==> src/hw/rtl/dspw_pkg.sv <==
// dspw_pkg: shared types, character codes and calendar helpers for the
// date string parser with weekday output
// no dependencies
package dspw_pkg;

  localparam int unsigned CharW       = 8;
  localparam int unsigned DayW        = 5;
  localparam int unsigned MonthW      = 4;
  localparam int unsigned YearOutW    = 16;
  localparam int unsigned WdayW       = 3;
  localparam int unsigned HeldW       = 16;
  localparam int unsigned ModW        = 9;
  localparam int unsigned YearBitsDef = 16;
  localparam int unsigned InTdataW    = 8;
  localparam int unsigned OutTdataW   = 32;

  localparam logic [CharW-1:0] CHAR_NUL   = 8'h00;
  localparam logic [CharW-1:0] CHAR_SEP   = 8'h2E;
  localparam logic [CharW-1:0] CHAR_ZERO  = 8'h30;
  localparam logic [CharW-1:0] CHAR_NINE  = 8'h39;
  localparam logic [CharW-1:0] CHAR_PLUS  = 8'h2B;
  localparam logic [CharW-1:0] CHAR_MINUS = 8'h2D;
  localparam logic [CharW-1:0] CHAR_SPACE = 8'h20;
  localparam logic [CharW-1:0] CHAR_TAB   = 8'h09;
  localparam logic [CharW-1:0] CHAR_CR    = 8'h0D;

  typedef enum logic [1:0] {
    FIELD_DAY   = 2'd0,
    FIELD_MONTH = 2'd1,
    FIELD_YEAR  = 2'd2
  } field_e;

  // closed fields and status seen by the date check
  typedef struct packed {
    field_e              index;
    logic                bad;
    logic [HeldW-1:0]    held_day;
    logic [HeldW-1:0]    held_month;
    logic [ModW-1:0]     year_mod;
  } parse_view_t;

  typedef struct packed {
    logic                ok;
    logic [DayW-1:0]     day;
    logic [MonthW-1:0]   month;
    logic [YearOutW-1:0] year;
    logic [WdayW-1:0]    wday;
  } result_t;

  // (r * 10 + digit) mod 400 for r below 400
  function automatic logic [ModW-1:0] mod400_step(input logic [ModW-1:0] r,
                                                   input logic [3:0] digit);
    logic [11:0] v;
    logic [11:0] rem;
    v   = 12'({r, 3'b000}) + 12'({r, 1'b0}) + 12'(digit);
    rem = v;
    for (int i = 1; i <= 9; i++) begin
      if (v >= 12'(i * 400)) begin
        rem = v - 12'(i * 400);
      end
    end
    return rem[ModW-1:0];
  endfunction

  // x mod 7 by folding octal digits, since 8 is 1 mod 7
  function automatic logic [2:0] mod7(input logic [10:0] x);
    logic [4:0] s1;
    logic [3:0] s2;
    s1 = 5'(x[2:0]) + 5'(x[5:3]) + 5'(x[8:6]) + 5'(x[10:9]);
    s2 = 4'(s1[2:0]) + 4'(s1[4:3]);
    return (s2 >= 4'd7) ? 3'(s2 - 4'd7) : s2[2:0];
  endfunction

  function automatic logic [2:0] month_key(input logic [MonthW-1:0] m);
    logic [2:0] k;
    unique case (m)
      4'd1:    k = 3'd0;
      4'd2:    k = 3'd3;
      4'd3:    k = 3'd2;
      4'd4:    k = 3'd5;
      4'd5:    k = 3'd0;
      4'd6:    k = 3'd3;
      4'd7:    k = 3'd5;
      4'd8:    k = 3'd1;
      4'd9:    k = 3'd4;
      4'd10:   k = 3'd6;
      4'd11:   k = 3'd2;
      4'd12:   k = 3'd4;
      default: k = 3'd0;
    endcase
    return k;
  endfunction

  function automatic logic [4:0] month_len(input logic [HeldW-1:0] m, input logic leap);
    logic [4:0] len;
    unique case (m)
      16'd2:                                 len = leap ? 5'd29 : 5'd28;
      16'd4, 16'd6, 16'd9, 16'd11:           len = 5'd30;
      16'd1, 16'd3, 16'd5, 16'd7, 16'd8,
      16'd10, 16'd12:                        len = 5'd31;
      default:                               len = 5'd0;
    endcase
    return len;
  endfunction

endpackage

==> src/hw/rtl/dspw_parse.sv <==
// dspw_parse: per-character field scanner holding the parse state
// depends on dspw_pkg
module dspw_parse import dspw_pkg::*; #(
  parameter int unsigned YEAR_BITS = YearBitsDef
) (
  input  logic                 clk_i,
  input  logic                 rst_ni,
  input  logic                 en_i,
  input  logic [CharW-1:0]     char_i,
  output parse_view_t          view_o,
  output logic [YEAR_BITS-1:0] field_value_o
);

  field_e                 index_q, index_d;
  logic [YEAR_BITS-1:0]   value_q, value_d;
  logic [ModW-1:0]        mod_q, mod_d;
  logic                   stopped_q, stopped_d;
  logic                   neg_q, neg_d;
  logic                   started_q, started_d;
  logic [HeldW-1:0]       held_day_q, held_day_d;
  logic [HeldW-1:0]       held_month_q, held_month_d;
  logic                   err_q, err_d;

  logic                   is_digit;
  logic                   is_space;
  logic [3:0]             digit;
  logic [YEAR_BITS+3:0]   acc;
  logic [YEAR_BITS+15:0]  value_ext;
  logic                   value_wide;

  assign is_digit   = (char_i >= CHAR_ZERO) && (char_i <= CHAR_NINE);
  assign is_space   = (char_i == CHAR_SPACE) || ((char_i >= CHAR_TAB) && (char_i <= CHAR_CR));
  assign digit      = char_i[3:0];
  assign acc        = (YEAR_BITS + 4)'({value_q, 3'b000}) + (YEAR_BITS + 4)'({value_q, 1'b0}) +
                      (YEAR_BITS + 4)'(digit);
  assign value_ext  = {16'd0, value_q};
  assign value_wide = |value_ext[YEAR_BITS+15:HeldW];

  always_comb begin
    index_d      = index_q;
    value_d      = value_q;
    mod_d        = mod_q;
    stopped_d    = stopped_q;
    neg_d        = neg_q;
    started_d    = started_q;
    held_day_d   = held_day_q;
    held_month_d = held_month_q;
    err_d        = err_q;
    if (en_i) begin
      if (char_i == CHAR_NUL) begin
        index_d      = FIELD_DAY;
        value_d      = '0;
        mod_d        = '0;
        stopped_d    = 1'b0;
        neg_d        = 1'b0;
        started_d    = 1'b0;
        held_day_d   = '0;
        held_month_d = '0;
        err_d        = 1'b0;
      end else if (char_i == CHAR_SEP) begin
        err_d = err_q | neg_q;
        unique case (index_q)
          FIELD_DAY: begin
            held_day_d = value_ext[HeldW-1:0];
            if (value_wide) err_d = 1'b1;
            index_d = FIELD_MONTH;
          end
          FIELD_MONTH: begin
            held_month_d = value_ext[HeldW-1:0];
            if (value_wide) err_d = 1'b1;
            index_d = FIELD_YEAR;
          end
          default: begin
            // surplus field
            err_d = 1'b1;
          end
        endcase
        value_d   = '0;
        mod_d     = '0;
        stopped_d = 1'b0;
        neg_d     = 1'b0;
        started_d = 1'b0;
      end else if (!stopped_q) begin
        priority if (is_digit) begin
          started_d = 1'b1;
          mod_d     = mod400_step(mod_q, digit);
          if (|acc[YEAR_BITS+3:YEAR_BITS]) begin
            value_d = '1;
            err_d   = 1'b1;
          end else begin
            value_d = acc[YEAR_BITS-1:0];
          end
        end else if (!started_q && is_space) begin
          // leading white space skipped
        end else if (!started_q && (char_i == CHAR_PLUS || char_i == CHAR_MINUS)) begin
          started_d = 1'b1;
          neg_d     = (char_i == CHAR_MINUS);
        end else begin
          stopped_d = 1'b1;
        end
      end
    end
  end

  always_ff @(posedge clk_i or negedge rst_ni) begin
    if (!rst_ni) begin
      index_q      <= FIELD_DAY;
      value_q      <= '0;
      mod_q        <= '0;
      stopped_q    <= 1'b0;
      neg_q        <= 1'b0;
      started_q    <= 1'b0;
      held_day_q   <= '0;
      held_month_q <= '0;
      err_q        <= 1'b0;
    end else begin
      index_q      <= index_d;
      value_q      <= value_d;
      mod_q        <= mod_d;
      stopped_q    <= stopped_d;
      neg_q        <= neg_d;
      started_q    <= started_d;
      held_day_q   <= held_day_d;
      held_month_q <= held_month_d;
      err_q        <= err_d;
    end
  end

  // a minus sign on the open field also spoils the date at the terminator
  assign view_o.index      = index_q;
  assign view_o.bad        = err_q | neg_q;
  assign view_o.held_day   = held_day_q;
  assign view_o.held_month = held_month_q;
  assign view_o.year_mod   = mod_q;
  assign field_value_o     = value_q;

endmodule

==> src/hw/rtl/dspw_check.sv <==
// dspw_check: gregorian validity check and weekday from the closed fields
// depends on dspw_pkg
module dspw_check import dspw_pkg::*; #(
  parameter int unsigned YEAR_BITS = YearBitsDef
) (
  input  parse_view_t          view_i,
  input  logic [YEAR_BITS-1:0] year_i,
  output result_t              res_o
);

  logic [ModW-1:0]       r;
  logic [ModW-1:0]       q;
  logic [YEAR_BITS+15:0] year_ext;
  logic                  century;
  logic                  leap;
  logic [4:0]            len;
  logic [1:0]            q_hundreds;
  logic [10:0]           wsum;
  logic                  ok;

  assign r        = view_i.year_mod;
  assign year_ext = {16'd0, year_i};
  assign century  = (r == 9'd0) || (r == 9'd100) || (r == 9'd200) || (r == 9'd300);
  assign leap     = ((r[1:0] == 2'b00) && !century) || (r == 9'd0);
  assign len      = month_len(view_i.held_month, leap);

  // the 400-year cycle is a whole number of weeks, so year mod 400 suffices
  always_comb begin
    q = r;
    if (view_i.held_month < 16'd3) begin
      q = (r == 9'd0) ? 9'd399 : r - 9'd1;
    end
    q_hundreds = 2'd0;
    if (q >= 9'd100) q_hundreds = 2'd1;
    if (q >= 9'd200) q_hundreds = 2'd2;
    if (q >= 9'd300) q_hundreds = 2'd3;
  end

  assign wsum = 11'(q) + 11'(q[ModW-1:2]) - 11'(q_hundreds) +
                11'(month_key(view_i.held_month[MonthW-1:0])) +
                11'(view_i.held_day[DayW-1:0]);

  assign ok = !view_i.bad && (view_i.index == FIELD_YEAR) &&
              (view_i.held_month >= 16'd1) && (view_i.held_month <= 16'd12) &&
              (year_i != '0) && (view_i.held_day >= 16'd1) &&
              (view_i.held_day <= 16'(len));

  assign res_o.ok    = ok;
  assign res_o.day   = ok ? view_i.held_day[DayW-1:0] : '0;
  assign res_o.month = ok ? view_i.held_month[MonthW-1:0] : '0;
  assign res_o.year  = ok ? year_ext[YearOutW-1:0] : '0;
  assign res_o.wday  = ok ? mod7(wsum) : '0;

endmodule

==> src/hw/rtl/date_string_parse_weekday.sv <==
// date_string_parse_weekday: one character per transfer, a result on each zero byte
// a zero byte passes the input register and then the output register before its result is on m_axis
// throughput: one character per cycle; the input register waits only when a
// zero byte meets a result that has not been taken yet
// reset clears the valid flags of the input and output registers and all parse state
// depends on dspw_pkg, dspw_parse, dspw_check
module date_string_parse_weekday import dspw_pkg::*; #(
  parameter int unsigned YEAR_BITS = YearBitsDef
) (
  input  logic                 clk_i,
  input  logic                 rst_ni,
  input  logic                 s_axis_tvalid,
  output logic                 s_axis_tready,
  input  logic [InTdataW-1:0]  s_axis_tdata,   // [7:0] char_in
  output logic                 m_axis_tvalid,
  input  logic                 m_axis_tready,
  output logic [OutTdataW-1:0] m_axis_tdata,   // [4:0] day, [8:5] month, [24:9] year,
                                               // [27:25] weekday, [31:28] zero
  output logic                 m_axis_tuser    // [0] valid_res
);

  logic                 in_vld_q, in_vld_d;
  logic [CharW-1:0]     in_char_q;
  logic                 out_vld_q, out_vld_d;
  result_t              res_q;
  result_t              res;
  parse_view_t          view;
  logic [YEAR_BITS-1:0] field_value;
  logic                 s_xfer;
  logic                 proc;
  logic                 finish;

  // a zero byte needs a free output register; other bytes always move on
  assign proc          = in_vld_q && ((in_char_q != CHAR_NUL) || !out_vld_q || m_axis_tready);
  assign finish        = proc && (in_char_q == CHAR_NUL);
  assign s_axis_tready = !in_vld_q || proc;
  assign s_xfer        = s_axis_tvalid && s_axis_tready;
  assign in_vld_d      = s_xfer || (in_vld_q && !proc);
  assign out_vld_d     = finish || (out_vld_q && !m_axis_tready);

  always_ff @(posedge clk_i or negedge rst_ni) begin
    if (!rst_ni) begin
      in_vld_q  <= 1'b0;
      out_vld_q <= 1'b0;
    end else begin
      in_vld_q  <= in_vld_d;
      out_vld_q <= out_vld_d;
    end
  end

  always_ff @(posedge clk_i) begin
    if (s_xfer) begin
      in_char_q <= s_axis_tdata[CharW-1:0];
    end
    if (finish) begin
      res_q <= res;
    end
  end

  dspw_parse #(
    .YEAR_BITS (YEAR_BITS)
  ) u_parse (
    .clk_i         (clk_i),
    .rst_ni        (rst_ni),
    .en_i          (proc),
    .char_i        (in_char_q),
    .view_o        (view),
    .field_value_o (field_value)
  );

  dspw_check #(
    .YEAR_BITS (YEAR_BITS)
  ) u_check (
    .view_i (view),
    .year_i (field_value),
    .res_o  (res)
  );

  assign m_axis_tvalid = out_vld_q;
  assign m_axis_tuser  = res_q.ok;
  assign m_axis_tdata  = {4'd0, res_q.wday, res_q.year, res_q.month, res_q.day};

  // an invalid date carries all-zero fields
  a_invalid_zero: assert property (@(posedge clk_i) disable iff (!rst_ni)
    (m_axis_tvalid && !m_axis_tuser) |-> (m_axis_tdata == '0))
    else $error("invalid result with nonzero fields");

  a_valid_range: assert property (@(posedge clk_i) disable iff (!rst_ni)
    (m_axis_tvalid && m_axis_tuser) |->
      (res_q.month >= 4'd1 && res_q.month <= 4'd12 && res_q.day != '0 && res_q.wday <= 3'd6))
    else $error("valid result out of calendar range");

  a_zero_byte_waits: assert property (@(posedge clk_i) disable iff (!rst_ni)
    (in_vld_q && in_char_q == CHAR_NUL && out_vld_q && !m_axis_tready) |-> !s_axis_tready)
    else $error("zero byte taken over a pending result");

  a_restart: assert property (@(posedge clk_i) disable iff (!rst_ni)
    finish |=> (view.index == FIELD_DAY && !view.bad))
    else $error("parser not back at day field after terminator");

endmodule

==> config.mk <==
export PLATFORM = sky130hd
export DESIGN_NAME = date_string_parse_weekday
export DESIGN_NICKNAME = d
export VERILOG_FILES = /design/src/hw/rtl/dspw_pkg.sv /design/src/hw/rtl/dspw_parse.sv /design/src/hw/rtl/dspw_check.sv /design/src/hw/rtl/date_string_parse_weekday.sv
export SDC_FILE = /design/constraint.sdc
export NUM_CORES = 1
export LEC_CHECK = 0
export CORE_ASPECT_RATIO = 0.5
export CORE_MARGIN = 2
export CORE_UTILIZATION = 50
export DETAILED_ROUTE_END_ITERATION = 8
export DONT_BUFFER_PORTS = 1
export PLACE_DENSITY = 0.66
export SYNTH_ARGS = -nofsm -noshare
export SYNTH_HDL_FRONTEND = slang
export SYNTH_SLANG_ARGS = --single-unit
==> constraint.sdc <==
create_clock -name clk_i -period 19.87 [get_ports clk_i]
set_input_delay 0.9935 -clock clk_i [delete_from_list [all_inputs] [get_ports clk_i]]
set_output_delay 0.9935 -clock clk_i [all_outputs]
set_load 0.01 [all_outputs]
### Word-level counts from Yosys, hierarchy flattened

Memory sizes are Yosys's and may differ from the RTL's.
Cells that the tools add are included.

| cells by class | value |
|---|---|
| add/sub/neg operators | 23 |
| order comparisons | 22 |
| eq/ne operators | 25 |
| multiplexer cells | 59 |
| bitwise operators | 1 |
| reductions and logical operators | 59 |

Operator list:

| cell | count |
|---|---|
| two-way mux 16 bit | 11 |
| two-way mux 9 bit | 15 |
| equality test 16 x 4 -> 1 bit (second input constant) | 5 |
| equality test 16 x 3 -> 1 bit (second input constant) | 4 |
| greater-or-equal comparator 12 bit (second input constant) | 4 |
| greater-or-equal comparator 12 x 11 -> 1 bit (second input constant) | 3 |
| subtractor 9 bit (second input constant) | 4 |
| equality test 16 x 2 -> 1 bit (second input constant) | 2 |
| equality test 8 x 6 -> 1 bit (second input constant) | 4 |
| greater-or-equal comparator 16 x 1 -> 1 bit (second input constant) | 2 |
| subtractor 9 x 8 -> 9 bit (second input constant) | 3 |
| two-way mux 1 bit | 26 |
| adder 19 x 17 -> 20 bit | 1 |
| adder 20 x 4 -> 20 bit | 1 |
| equality test 16 x 1 -> 1 bit (second input constant) | 1 |
| <= comparator 16 x 4 -> 1 bit (second input constant) | 1 |
| <= comparator 16 x 5 -> 1 bit | 1 |
| logical AND 1 bit | 16 |
| < comparator 16 x 2 -> 1 bit (second input constant) | 1 |
| nonzero test 16 bit | 1 |
| one-hot mux 5 bit (3 select lines) | 1 |
| adder 12 x 10 -> 12 bit | 1 |
| adder 12 x 4 -> 12 bit | 1 |
| greater-or-equal comparator 12 x 10 -> 1 bit (second input constant) | 1 |
| 48 further kinds | 79 |

| word-level totals | value |
|---|---|
| flip-flop bits (word level) | 102 |
| memory bits (read-only) | 48 |
| bits of input ports | 12 |
| output and inout bits | 35 |
| memories kept | 1 |

Memory list:

| name | depth | bits a word | rd ports | clocked after memory_dff | wr ports | line | text |
|---|---|---|---|---|---|---|---|
| (no name shown) | 16 | 3 | 1 | 0 | 0 | dspw_pkg.sv:76 | `unique case (m)` |

### Longest topological paths before layout

Gate-level depths: netlist of run 1.

| depth | value |
|---|---|
| depth after elaboration | 16 |
| gate-level depth with buffers | 39 |
| gate-level depth less buffers | 38 |

### By module

Synthesis of run 1 repeated with hierarchy kept, for this count alone.

| unflattened totals | value |
|---|---|
| cell total of the unflattened synthesis | 1003 |
| area, all modules | 9032.4 µm² |

Modules (own cells, without submodules):

| module | instances | cells each | area each (µm²) | sequential area each (µm²) |
|---|---|---|---|---|
| dspw_parse | 1 | 601 | 5097.4 | 1576.5 |
| dspw_check | 1 | 347 | 2633.8 | 0.0 |
| date_string_parse_weekday | 1 | 55 | 1301.2 | 1161.1 |

### Least setup slack after synthesis of run 1

OpenSTA, ideal clock, no wires.

| path | value |
|---|---|
| path type | register to register |
| start | register u_parse.mod_q[4] |
| end | register res_q, in the netlist m_axis_tdata[25] (data pin) |
| library setup time | 0.255 ns |
| data arrival time | 7.452 ns |
| data required time | 19.615 ns |
| setup slack | 12.164 ns |
| cell stages (with the launch flop) | 35 |
| clock period less this slack | 7.706 ns |
| cells stage by stage | dfrtp_1 -> buf_6 -> or4_4 -> or4_4 -> o21ai_0 -> a22oi_1 -> o211a_1 -> ha_1 -> nor2b_1 -> xnor2_1 -> ha_1 -> fa_1 -> inv_1 -> ha_1 -> a21o_1 -> a21oi_1 -> o21ai_0 -> a21oi_1 -> o21bai_1 -> a21oi_1 -> o21bai_1 -> a21oi_1 -> xnor2_1 -> fa_1 -> ha_1 -> fa_1 -> xor2_1 -> ha_1 -> inv_1 -> fa_1 -> inv_1 -> ha_1 -> a21oi_1 -> xnor2_1 -> and2_1 |

| on the way | value |
|---|---|
| longest elaborated chain between the ends | 16 |

Ends and longest elaborated chain:

| item | line | text |
|---|---|---|
| from (decl) | dspw_parse.sv:16 | `logic [ModW-1:0] mod_q, mod_d;` |
| from (signal assigned) | dspw_parse.sv:119 | `mod_q <= mod_d;` |
| subtractor 9 x 1 -> 9 bit / logical NOT 9 bit (equally long branches) | dspw_check.sv:31, dspw_check.sv:23, dspw_check.sv:24 |  |
| two-way mux 9 bit | dspw_check.sv:31 | `q = (r == 9'd0) ? 9'd399 : r - 9'd1;` |
| two-way mux 9 bit | dspw_check.sv:30 | `if (view_i.held_month < 16'd3) begin` |
| greater-or-equal comparator 9 x 7 -> 1 bit | dspw_check.sv:34 | `if (q >= 9'd100) q_hundreds = 2'd1;` |
| two-way mux 1 bit | dspw_check.sv:34 |  |
| two-way mux 2 bit | dspw_check.sv:35 | `if (q >= 9'd200) q_hundreds = 2'd2;` |
| two-way mux 2 bit | dspw_check.sv:36 | `if (q >= 9'd300) q_hundreds = 2'd3;` |
| subtractor 11 x 2 -> 11 bit | dspw_check.sv:39 | `assign wsum = 11'(q) + 11'(q[ModW-1:2]) - 11'(q_hundreds) +` |
| adder 11 x 3 -> 11 bit | dspw_check.sv:39 |  |
| adder 11 x 5 -> 11 bit | dspw_check.sv:40 | `11'(month_key(view_i.held_month[MonthW-1:0])) +` |
| adder 3 x 3 -> 4 bit | dspw_pkg.sv:69 | `s1 = 5'(x[2:0]) + 5'(x[5:3]) + 5'(x[8:6]) + 5'(x[10:9]);` |
| adder 5 x 3 -> 5 bit | dspw_pkg.sv:69 |  |
| adder 5 x 2 -> 5 bit | dspw_pkg.sv:69 |  |
| adder 3 x 2 -> 4 bit | dspw_pkg.sv:70 | `s2 = 4'(s1[2:0]) + 4'(s1[4:3]);` |
| greater-or-equal comparator 4 x 3 -> 1 bit / subtractor 3 bit (equally long branches) | dspw_pkg.sv:71 | `return (s2 >= 4'd7) ? 3'(s2 - 4'd7) : s2[2:0];` |
| two-way mux 3 bit | dspw_pkg.sv:71 |  |
| to (signal assigned) | date_string_parse_weekday.sv:56 | `res_q <= res;` |
| to (decl) | date_string_parse_weekday.sv:25 | `result_t res_q;` |

Parallel ways exist; a longest one is shown, timed or not.
A chain may end at the register's enable or synchronous reset.

### Final worst setup path of run 1

| path | value |
|---|---|
| start | register u_parse.mod_q[3] |
| end | register res_q, in the netlist m_axis_tdata[25] (data pin) |

The elaborated chain is that of the path after synthesis.

==> impl_metrics.env, run 1 <==
export IMPL_dieWidth_um=196
export IMPL_ant_nets=0
export IMPL_synth_common_cells="116 x nand2_1, 110 x ha_1, 74 x o21ai_0"
export IMPL_yosysSeqAreaShare=0.296
export IMPL_fin_skew_ns=0.0164
export IMPL_synth_most_common_cell="nand2_1"
export IMPL_clock_sinks=102
export IMPL_rsz0062_at_grt="no"
export IMPL_cap_violations=0
export IMPL_r2r_end="m_axis_tdata[25]"
export IMPL_via_count=7760
export IMPL_synth_cell_types=102
export IMPL_relSlewSlack=0.223
export IMPL_cts_tree="built"
export IMPL_worst_setup_path_type="reg2reg"
export IMPL_rrSetupSlack_ns=11.38
export IMPL_critPathCaptureType="flop"
export IMPL_swShare=0.462
export IMPL_worst_slew_pin_slew_ns=1.16
export IMPL_max_freq_ghz=0.118
export IMPL_power_frac_comb=0.796
export IMPL_slew_viol_final=0
export IMPL_r2r_start="u_parse.mod_q[3]"
export IMPL_core_rowCount=35
export IMPL_seqCellArea_mm2=0.00274
export IMPL_drive_above_1_share=0.0714
export IMPL_finalCriticalPeriod_ns=8.49
export IMPL_grt_ovfl_total=0
export IMPL_synth_edf_count=37
export IMPL_clockBufferDepth=2
export IMPL_placed_area_mm2=0.00941
export IMPL_clk_pin_slew_worst_paths_ns=0.08
export IMPL_power_density_mw_per_mm2=205
export IMPL_cts_resized=0
export IMPL_cpMaxStageDelayCell="or4_4"
export IMPL_critPathCapture="m_axis_tdata[25]"
export IMPL_drc=0
export IMPL_max_stage_delay_ns=0.66
export IMPL_grt_max_degree=66
export IMPL_n_fill_cell=1668
export IMPL_fp_dieH_um=100
export IMPL_tns_ns=0
export IMPL_n_antenna_cell=0
export IMPL_synth_area_leader_cell="dfrtp_1"
export IMPL_leakagePower_nw=4.56
export IMPL_startpoint="u_parse.mod_q[3]"
export IMPL_setup_viol=0
export IMPL_dp_hpwl_um=17200
export IMPL_place_gp_congestion=0.887
export IMPL_syn_inst=1039
export IMPL_avgViaCountPerCell=6.14
export IMPL_crit_fanout=18
export IMPL_status="finished clean"
export IMPL_p_switching_uw=921
export IMPL_start_kind="flop"
export IMPL_detail_route_first_pass_iterations=5
export IMPL_fin_crit_sh=0.427
export IMPL_netlist_area_leader_share=0.176
export IMPL_final_cells=1263
export IMPL_wl_um=22700
export IMPL_cts_buffers=9
export IMPL_grt_pass1_wl_um=37700
export IMPL_postCtsSetupBuffers=0
export IMPL_htreeDepth=3
export IMPL_grt_pass1_vias=7333
export IMPL_antenna_found_initial=0
export IMPL_die_area_mm2=0.0197
export IMPL_hold_slack_ns=0.321
export IMPL_synth_warnings=0
export IMPL_finalInstanceArea_mm2=0.00972
export IMPL_grtUsageMet3=0.0447
export IMPL_start_util=0.506
export IMPL_syn_avg_cell_area_um2=8.90
export IMPL_p_seq_frac=0.114
export IMPL_numPortBuffers=0
export IMPL_clk_latency_ns=0.36
export IMPL_rr_worst_depth=33
export IMPL_top_usage_layer="met2"
export IMPL_ir_drop_mv=0.548
export IMPL_syn_to_final_growth_pct=5.12
export IMPL_min_path_type="in2async"
export IMPL_synth_area_top_cells="dfrtp_1 18%, ha_1 15%, edfxtp_1 12%, nand2_1 4.7%, o21ai_0 4.0%"
export IMPL_met2_usage=0.364
export IMPL_finalWorstSetupSlack_ns=11.38
export IMPL_wl_per_cell_um=18.0
export IMPL_synthArstFlopShare=0.637
export IMPL_place_ws_ns=11.40
export IMPL_drt_first_iter_violations=689
export IMPL_io_pins=47
export IMPL_grt_usage=0.239
export IMPL_critPathArrivalTime_ns=8.60
export IMPL_internal_power_mw=1.07
export IMPL_nets=1154
export IMPL_synthFlopType="dfrtp_1"
export IMPL_core_area_mm2=0.0183
export IMPL_hold_buffers=0
export IMPL_netlist_area_mm2=0.00924
export IMPL_pwr_share_clk=0.090
export IMPL_critical_path_most_common_cell="ha_1"
export IMPL_required_ns=19.98
export IMPL_cts_root_buf="clkbuf_16"
export IMPL_multi_input_area_mm2=0.00606
export IMPL_ys_ff_latch=102
export IMPL_hold_viol_final=0
export IMPL_place_inst=1247
export IMPL_use_met1=0.354
[flip-flops by register name, summed over array words and instances (netlist names)]
name and count:
in_char_q 8, m_axis_tvalid 1, m_axis_tdata 28, in_vld_q 1, u_parse.stopped_q 1, u_parse.mod_q 9
u_parse.started_q 1, u_parse.held_month_q 16, u_parse.index_q 2, u_parse.err_q 1, u_parse.held_day_q 16, m_axis_tuser 1
u_parse.neg_q 1, u_parse.field_value_o 16
[power groups by stage]
stage                     Combinational (mW)  Clock, mW  Sequential, mW
after CTS                               1.62      0.183           0.226
final                                   1.59      0.179           0.226
after floorplan                         1.30          0           0.227
after global routing                    1.86      0.192           0.227
after global placement                  1.50          0           0.231
after detailed placement                1.61          0           0.231
[per-layer routing]
metal	vias to the layer above	wire length, µm
li1	3734	-
met1	3742	11300
met2	258	9750
met3	26	1400
met4	0	238
met5	-	0
[logic make-up after synthesis]
logic type,count (synthesis),synth area share
DFF,102,0.296
other,1,0.000406
AOI/OAI and AO/OA,294,0.221
xor gates and xnor gates,43,0.0436
and+or+nand+nor,359,0.203
adders and majority gates,124,0.179
muxes,5,0.00569
buffers and inverters,111,0.0508
[cell type report]
| class | instances | area share |
|---|---|---|
| multi-input combinational | 829 | 0.623 |
| sequential | 102 | 0.282 |
| tap | 240 | 0.0309 |
| inverter | 67 | 0.0259 |
| clock buffer | 9 | 0.0232 |
| clock inverter | 7 | 0.00786 |
| timing repair buffer | 9 | 0.00695 |
[stage by stage]
step / util / total power, mW
final: 0.532 / 1.99
after global routing: 0.532 / 2.28
after CTS: 0.532 / 2.03
after detailed placement: 0.516 / 1.84
after global placement: 0.516 / 1.73
after floorplan: - / 1.53
[worst min-delay path by stage]
stage                                to  depth (start not counted)                      from
2_1_floorplan  u_parse.held_month_q[15]                          2  u_parse.held_month_q[15]
3_3_place_gp    u_parse.held_month_q[4]                          1   u_parse.held_month_q[4]
3_5_place_dp   u_parse.held_month_q[15]                          2  u_parse.held_month_q[15]
4_1_cts         u_parse.held_month_q[3]                          0                    rst_ni
5_1_grt        u_parse.field_value_o[8]                          0                    rst_ni
6_report       u_parse.field_value_o[8]                          0                    rst_ni
[worst max-delay path, delay by kind of cell (launching register included)]
| family | cells | cell delay, ns |
|---|---|---|
| compound gates | 12 | 1.96 |
| simple gates | 4 | 1.59 |
| fa+ha+maj | 10 | 3.37 |
| buf+inv | 3 | 0.16 |
| flops | 1 | 0.58 |
| xor+xnor | 4 | 0.54 |
[cell usage in the layout, fill, tap and decap left out, drive strengths merged, types with 10 or more instances in the layout]
master	n
and3	12
nor2	63
a22o	17
nand2	118
o211ai	10
nor3	21
fa	14
o21ai	85
a21oi	57
edfxtp	37
xnor2	36
nor4	18
nand3	23
a21o	17
ha	110
a31oi	13
and2	30
inv	67
nor2b	15
nand2b	14
dfrtp	65
(Power assumes the default switching activity.)
==> run 2, diff against run 1 <==
- PLACE_DENSITY: 0.66 -> 0.69
- clock period: 19.87 -> 7.4 ns (I/O delays scaled with it)
==> impl_metrics.env, run 2 (synthesis gave the netlist of run 1 again) <==
export IMPL_status="complete, but fails checks"
export IMPL_violations="negative setup slack"
export IMPL_ant_nets=0
export IMPL_wl_per_cell_um=18.3
export IMPL_core_rowCount=35
export IMPL_grt_usage=0.244
export IMPL_fin_crit_sh=1.01
export IMPL_startpoint="u_parse.held_month_q[0]"
export IMPL_cts_root_buf="clkbuf_16"
export IMPL_cpMaxStageDelayCell="fa_1"
export IMPL_syn_to_final_growth_pct=14.2
export IMPL_min_from="s_axis_tdata[6]"
export IMPL_placed_area_mm2=0.00974
export IMPL_nets=1215
export IMPL_n_antenna_cell=0
export IMPL_r2r_start="u_parse.held_month_q[0]"
export IMPL_cts_buffers=9
export IMPL_n_fill_cell=1540
export IMPL_max_freq_ghz=0.134
export IMPL_numPortBuffers=0
export IMPL_antenna_found_initial=0
export IMPL_grt_max_degree=66
export IMPL_final_cell_mix="116 x nand2_1, 99 x ha_1, 69 x o21ai_0"
export IMPL_grt_pass1_vias=7609
export IMPL_layout_commonest_cell="nand2_1"
export IMPL_place_ws_ns=-0.252
export IMPL_critPathArrivalTime_ns=7.55
export IMPL_htreeDepth=3
export IMPL_min_path_type="in2reg"
export IMPL_relSlewSlack=0.176
export IMPL_drt_first_iter_violations=626
export IMPL_grt_pass1_wl_um=38600
export IMPL_via_count=8068
export IMPL_tns_ns=-0.0380
export IMPL_worst_slew_pin_slew_ns=1.23
export IMPL_drc=0
export IMPL_drive_above_1_share=0.170
export IMPL_cap_violations=0
export IMPL_io_pins=47
export IMPL_cts_tree="built"
export IMPL_dp_hpwl_um=17600
export IMPL_worst_setup_path_type="reg2reg"
export IMPL_clk_pin_slew_worst_paths_ns=0.08
export IMPL_finalInstanceArea_mm2=0.0106
export IMPL_start_kind="flop"
export IMPL_setup_viol=2
export IMPL_utilization=0.578
export IMPL_core_area_mm2=0.0183
export IMPL_clock_sinks=102
export IMPL_crit_fanout=8
export IMPL_fin_skew_ns=0.0138
export IMPL_hold_viol_final=0
export IMPL_critPathCaptureType="flop"
export IMPL_max_stage_delay_ns=0.56
export IMPL_seqCellArea_mm2=0.00274
export IMPL_detail_route_first_pass_iterations=5
export IMPL_dieWidth_um=196
export IMPL_fp_dieH_um=100
export IMPL_clockBufferDepth=2
export IMPL_avgViaCountPerCell=6.09
export IMPL_start_util=0.506
export IMPL_wl_um=24200
export IMPL_finalCriticalPeriod_ns=7.44
export IMPL_clk_latency_ns=0.35
export IMPL_largest_register_ffs=28
export IMPL_required_ns=7.51
export IMPL_rsz0062_at_grt="yes"
export IMPL_finalWorstSetupSlack_ns=-0.0371
export IMPL_multi_input_area_mm2=0.00639
export IMPL_die_area_mm2=0.0197
export IMPL_slew_viol_final=0
export IMPL_grt_ovfl_total=0
export IMPL_place_gp_congestion=0.886
[run 2: cell count changes in the layout (fill, tap and decap cells not counted), sizes merged]
cell / previous run / this run
buf: 9 / 69
inv: 67 / 69
bufinv: 1 / 0
clkinv: 5 / 4
dlygate4sd3: 0 / 1
[run 2: path summary, 6_finish.rpt]
check / to / slack (ns) / depth (start not counted)
min: in_char_q[6] / 0.11 / 0
max in group asynchronous: u_parse.held_month_q[4] / 6.57 / 2
min in group asynchronous: u_parse.field_value_o[5] / 0.53 / 2
max reg2reg: m_axis_tdata[25] / -0.04 / 34
max: m_axis_tdata[25] / -0.04 / 34
min reg2reg: u_parse.held_day_q[7] / 0.54 / 2
[run 2: what timing repair did]
item                                    in CTS  in global routing
gates cloned                                 0                  1
buffers inserted                            11                  8
hold buffers                                 2                  0
gates resized for setup                     30                 31
pin swaps                                   35                 27
hold endpoints to repair                    65                  0
endpoints found under the setup margin       3                  3
[run 2: layer usage]
| metal | part of all wire | up-vias | GRT usage |
|---|---|---|---|
| met5 | 0 | - | 0 |
| met4 | 0.014 | 0 | 0.0460 |
| met3 | 0.061 | 33 | 0.0397 |
| met2 | 0.45 | 287 | 0.393 |
| met1 | 0.47 | 3880 | 0.352 |
| li1 | - | 3868 | - |
[run 2: stage by stage]
step | cells | hold WS [ns]
after floorplan | 1042 | 0.0744
after global placement | 1286 | 0.0758
after detailed placement | 1286 | 0.0756
after CTS | 1315 | 0.104
after global routing | 1324 | 0.0889
final | 1324 | 0.110
[run 2: final cells by class]
type,instances,share of cell area
clock inverters,7,0.00854
well taps,240,0.0285
inverters,67,0.0238
flip-flops and latches,102,0.259
repair buffers,70,0.0528
multi-input cells,829,0.606
clock buffers,9,0.0213
[run 2: worst max-delay path, delay by kind of cell, from the launching register on]
family,cells,cell delay (ns)
adders and majority gates,13,3.99
DFF,1,0.42
buffers and inverters,7,0.47
xor gates and xnor gates,4,0.51
AOI/OAI and AO/OA,4,0.65
and+or+nand+nor,6,1.15
Power of run 2 is not shown: default switching activity piles up to over one toggle a cycle in this logic, so the estimate is an artifact.
==> run 3, diff against run 2 <==
--- a/config.mk
+++ b/config.mk
@@ -12,4 +12,5 @@
 export DONT_BUFFER_PORTS = 1
 export PLACE_DENSITY = 0.69
+export RECOVER_POWER = 100
 export SYNTH_ARGS = -nofsm -noshare
 export SYNTH_HDL_FRONTEND = slang
==> constraint.sdc (replaced) <==
create_clock -name clk_i -period 7.4 [get_ports clk_i]
set_input_delay 0 -clock clk_i [delete_from_list [all_inputs] [get_ports clk_i]]
set_output_delay 0 -clock clk_i [all_outputs]
set_load 0.01 [all_outputs]
==> impl_metrics.env, run 3 (synthesis gave the netlist of run 1 again) <==
export IMPL_status="complete, but fails checks"
export IMPL_violations="max-capacitance violations, max-slew violations, negative setup slack"
export IMPL_grt_ovfl_total=0
export IMPL_min_path_type="in2reg"
export IMPL_clock_sinks=102
export IMPL_n_fill_cell=1539
export IMPL_place_inst=1286
export IMPL_largest_register_ffs=28
export IMPL_critPathCaptureType="flop"
export IMPL_start_util=0.506
export IMPL_cts_root_buf="clkbuf_16"
export IMPL_n_antenna_cell=0
export IMPL_cpMaxStageDelayCell="fa_1"
export IMPL_place_gp_congestion=0.886
export IMPL_startpoint="u_parse.held_month_q[0]"
export IMPL_finalInstanceArea_mm2=0.0106
export IMPL_detail_route_first_pass_iterations=5
export IMPL_r2r_start="u_parse.held_month_q[0]"
export IMPL_ant_nets=0
export IMPL_min_from="s_axis_tvalid"
export IMPL_multi_input_area_mm2=0.00638
export IMPL_clk_latency_ns=0.35
export IMPL_finalCriticalPeriod_ns=7.43
export IMPL_seqCellArea_mm2=0.00274
export IMPL_relSlewSlack=-1.27
export IMPL_fin_crit_sh=1.00
export IMPL_cts_buffers=9
export IMPL_grt_pass1_wl_um=38700
export IMPL_die_area_mm2=0.0197
export IMPL_finalWorstSetupSlack_ns=-0.0336
export IMPL_critPathArrivalTime_ns=7.54
export IMPL_crit_fanout=8
export IMPL_clk_pin_slew_worst_paths_ns=0.08
export IMPL_core_rowCount=35
export IMPL_worst_slew_pin_slew_ns=3.40
export IMPL_layout_commonest_cell="nand2_1"
export IMPL_rrSetupSlack_ns=-0.03
export IMPL_max_stage_delay_ns=0.56
export IMPL_htreeDepth=3
export IMPL_final_cells=1335
export IMPL_fin_skew_ns=0.0132
export IMPL_dp_hpwl_um=17600
export IMPL_drc=0
export IMPL_grt_max_degree=66
export IMPL_dieWidth_um=196
export IMPL_max_freq_ghz=0.135
export IMPL_hold_depth=1
export IMPL_drt_first_iter_violations=686
export IMPL_wl_per_cell_um=18.2
export IMPL_avgViaCountPerCell=6.08
export IMPL_via_count=8123
export IMPL_clockBufferDepth=2
export IMPL_utilization=0.581
export IMPL_placed_area_mm2=0.00974
export IMPL_cap_violations=2
export IMPL_grt_pass1_vias=7655
export IMPL_antenna_found_initial=0
export IMPL_wl_um=24300
export IMPL_slew_viol_final=84
export IMPL_final_cell_mix="116 x nand2_1, 99 x ha_1, 71 x o21ai_0"
export IMPL_numPortBuffers=0
export IMPL_r2r_end="m_axis_tdata[25]"
export IMPL_fp_dieH_um=100
export IMPL_rsz0062_at_grt="yes"
export IMPL_io_pins=47
export IMPL_grt_usage=0.245
export IMPL_setup_viol=1
export IMPL_cts_tree="built"
export IMPL_hold_viol_final=0
export IMPL_syn_to_final_growth_pct=14.9
export IMPL_worst_setup_path_type="reg2reg"
export IMPL_worstHoldEndpoint="in_char_q[2]"
export IMPL_nets=1226
export IMPL_core_area_mm2=0.0183
export IMPL_rr_worst_depth=34
export IMPL_start_kind="flop"
export IMPL_required_ns=7.51
export IMPL_drive_above_1_share=0.162
run 3: cell count changes in the layout (fill, tap and decap cells not counted), sizes merged:
| cell | before | now |
|---|---|---|
| dlygate4sd3 | 1 | 12 |
| clkbuf | 9 | 14 |
| buf | 69 | 64 |
run 3: worst max-delay path, delay by kind of cell (launching register included):
family	cells	cell delay, ns
xor gates and xnor gates	4	0.51
DFF	1	0.42
and+or+nand+nor	6	1.16
AOI/OAI and AO/OA	4	0.65
adders and majority gates	13	3.99
buffers and inverters	7	0.47
run 3: area by class of cell:
| class | count | area share |
|---|---|---|
| Multi-Input combinational cell | 829 | 0.601 |
| Sequential cell | 102 | 0.258 |
| Timing Repair Buffer | 81 | 0.0592 |
| Tap cell | 240 | 0.0283 |
| Inverter | 67 | 0.0237 |
| Clock buffer | 9 | 0.0212 |
| Clock inverter | 7 | 0.00849 |
run 3: timing repair:
item / 4_1_cts / 5_1_grt
endpoints found under the hold margin: 75 / 0
hold buffers: 13 / 0
pin swaps: 35 / 27
cloned: 0 / 1
setup endpoints to repair: 3 / 3
gates resized for setup: 30 / 31
buffers inserted: 11 / 8
run 3: how the worst max path moves through the flow:
stage	slack [ns]	end	depth (start not counted)
detailed placement	-0.25	m_axis_tdata[25]	29
floorplan	0.008	m_axis_tdata[25]	33
CTS	-0.08	m_axis_tdata[25]	28
finish	-0.03	m_axis_tdata[25]	34
global route	-0.40	m_axis_tdata[25]	36
global placement	-0.006	m_axis_tdata[25]	29
run 3: per-stage QoR:
| stage | hold slack, ns | setup WS, ns | TNS [ns] |
|---|---|---|---|
| 2_1_floorplan | -0.296 | 0.00754 | 0 |
| 3_3_place_gp | -0.294 | -0.00612 | -0.00612 |
| 3_5_place_dp | -0.294 | -0.252 | -0.594 |
| 4_1_cts | 0.103 | -0.0777 | -0.104 |
| 5_1_grt | 0.225 | -0.403 | -1.14 |
| 6_report | 0.214 | -0.0336 | -0.0336 |
run 3: routing by layer:
metal  share of wire  track usage  up-vias
met4           0.013       0.0495        0
met1            0.47        0.352     3921
met2            0.46        0.394      288
met5               0            0        -
met3           0.062       0.0366       28
li1                -            -     3886
Power of run 3 is left out for the same reason.
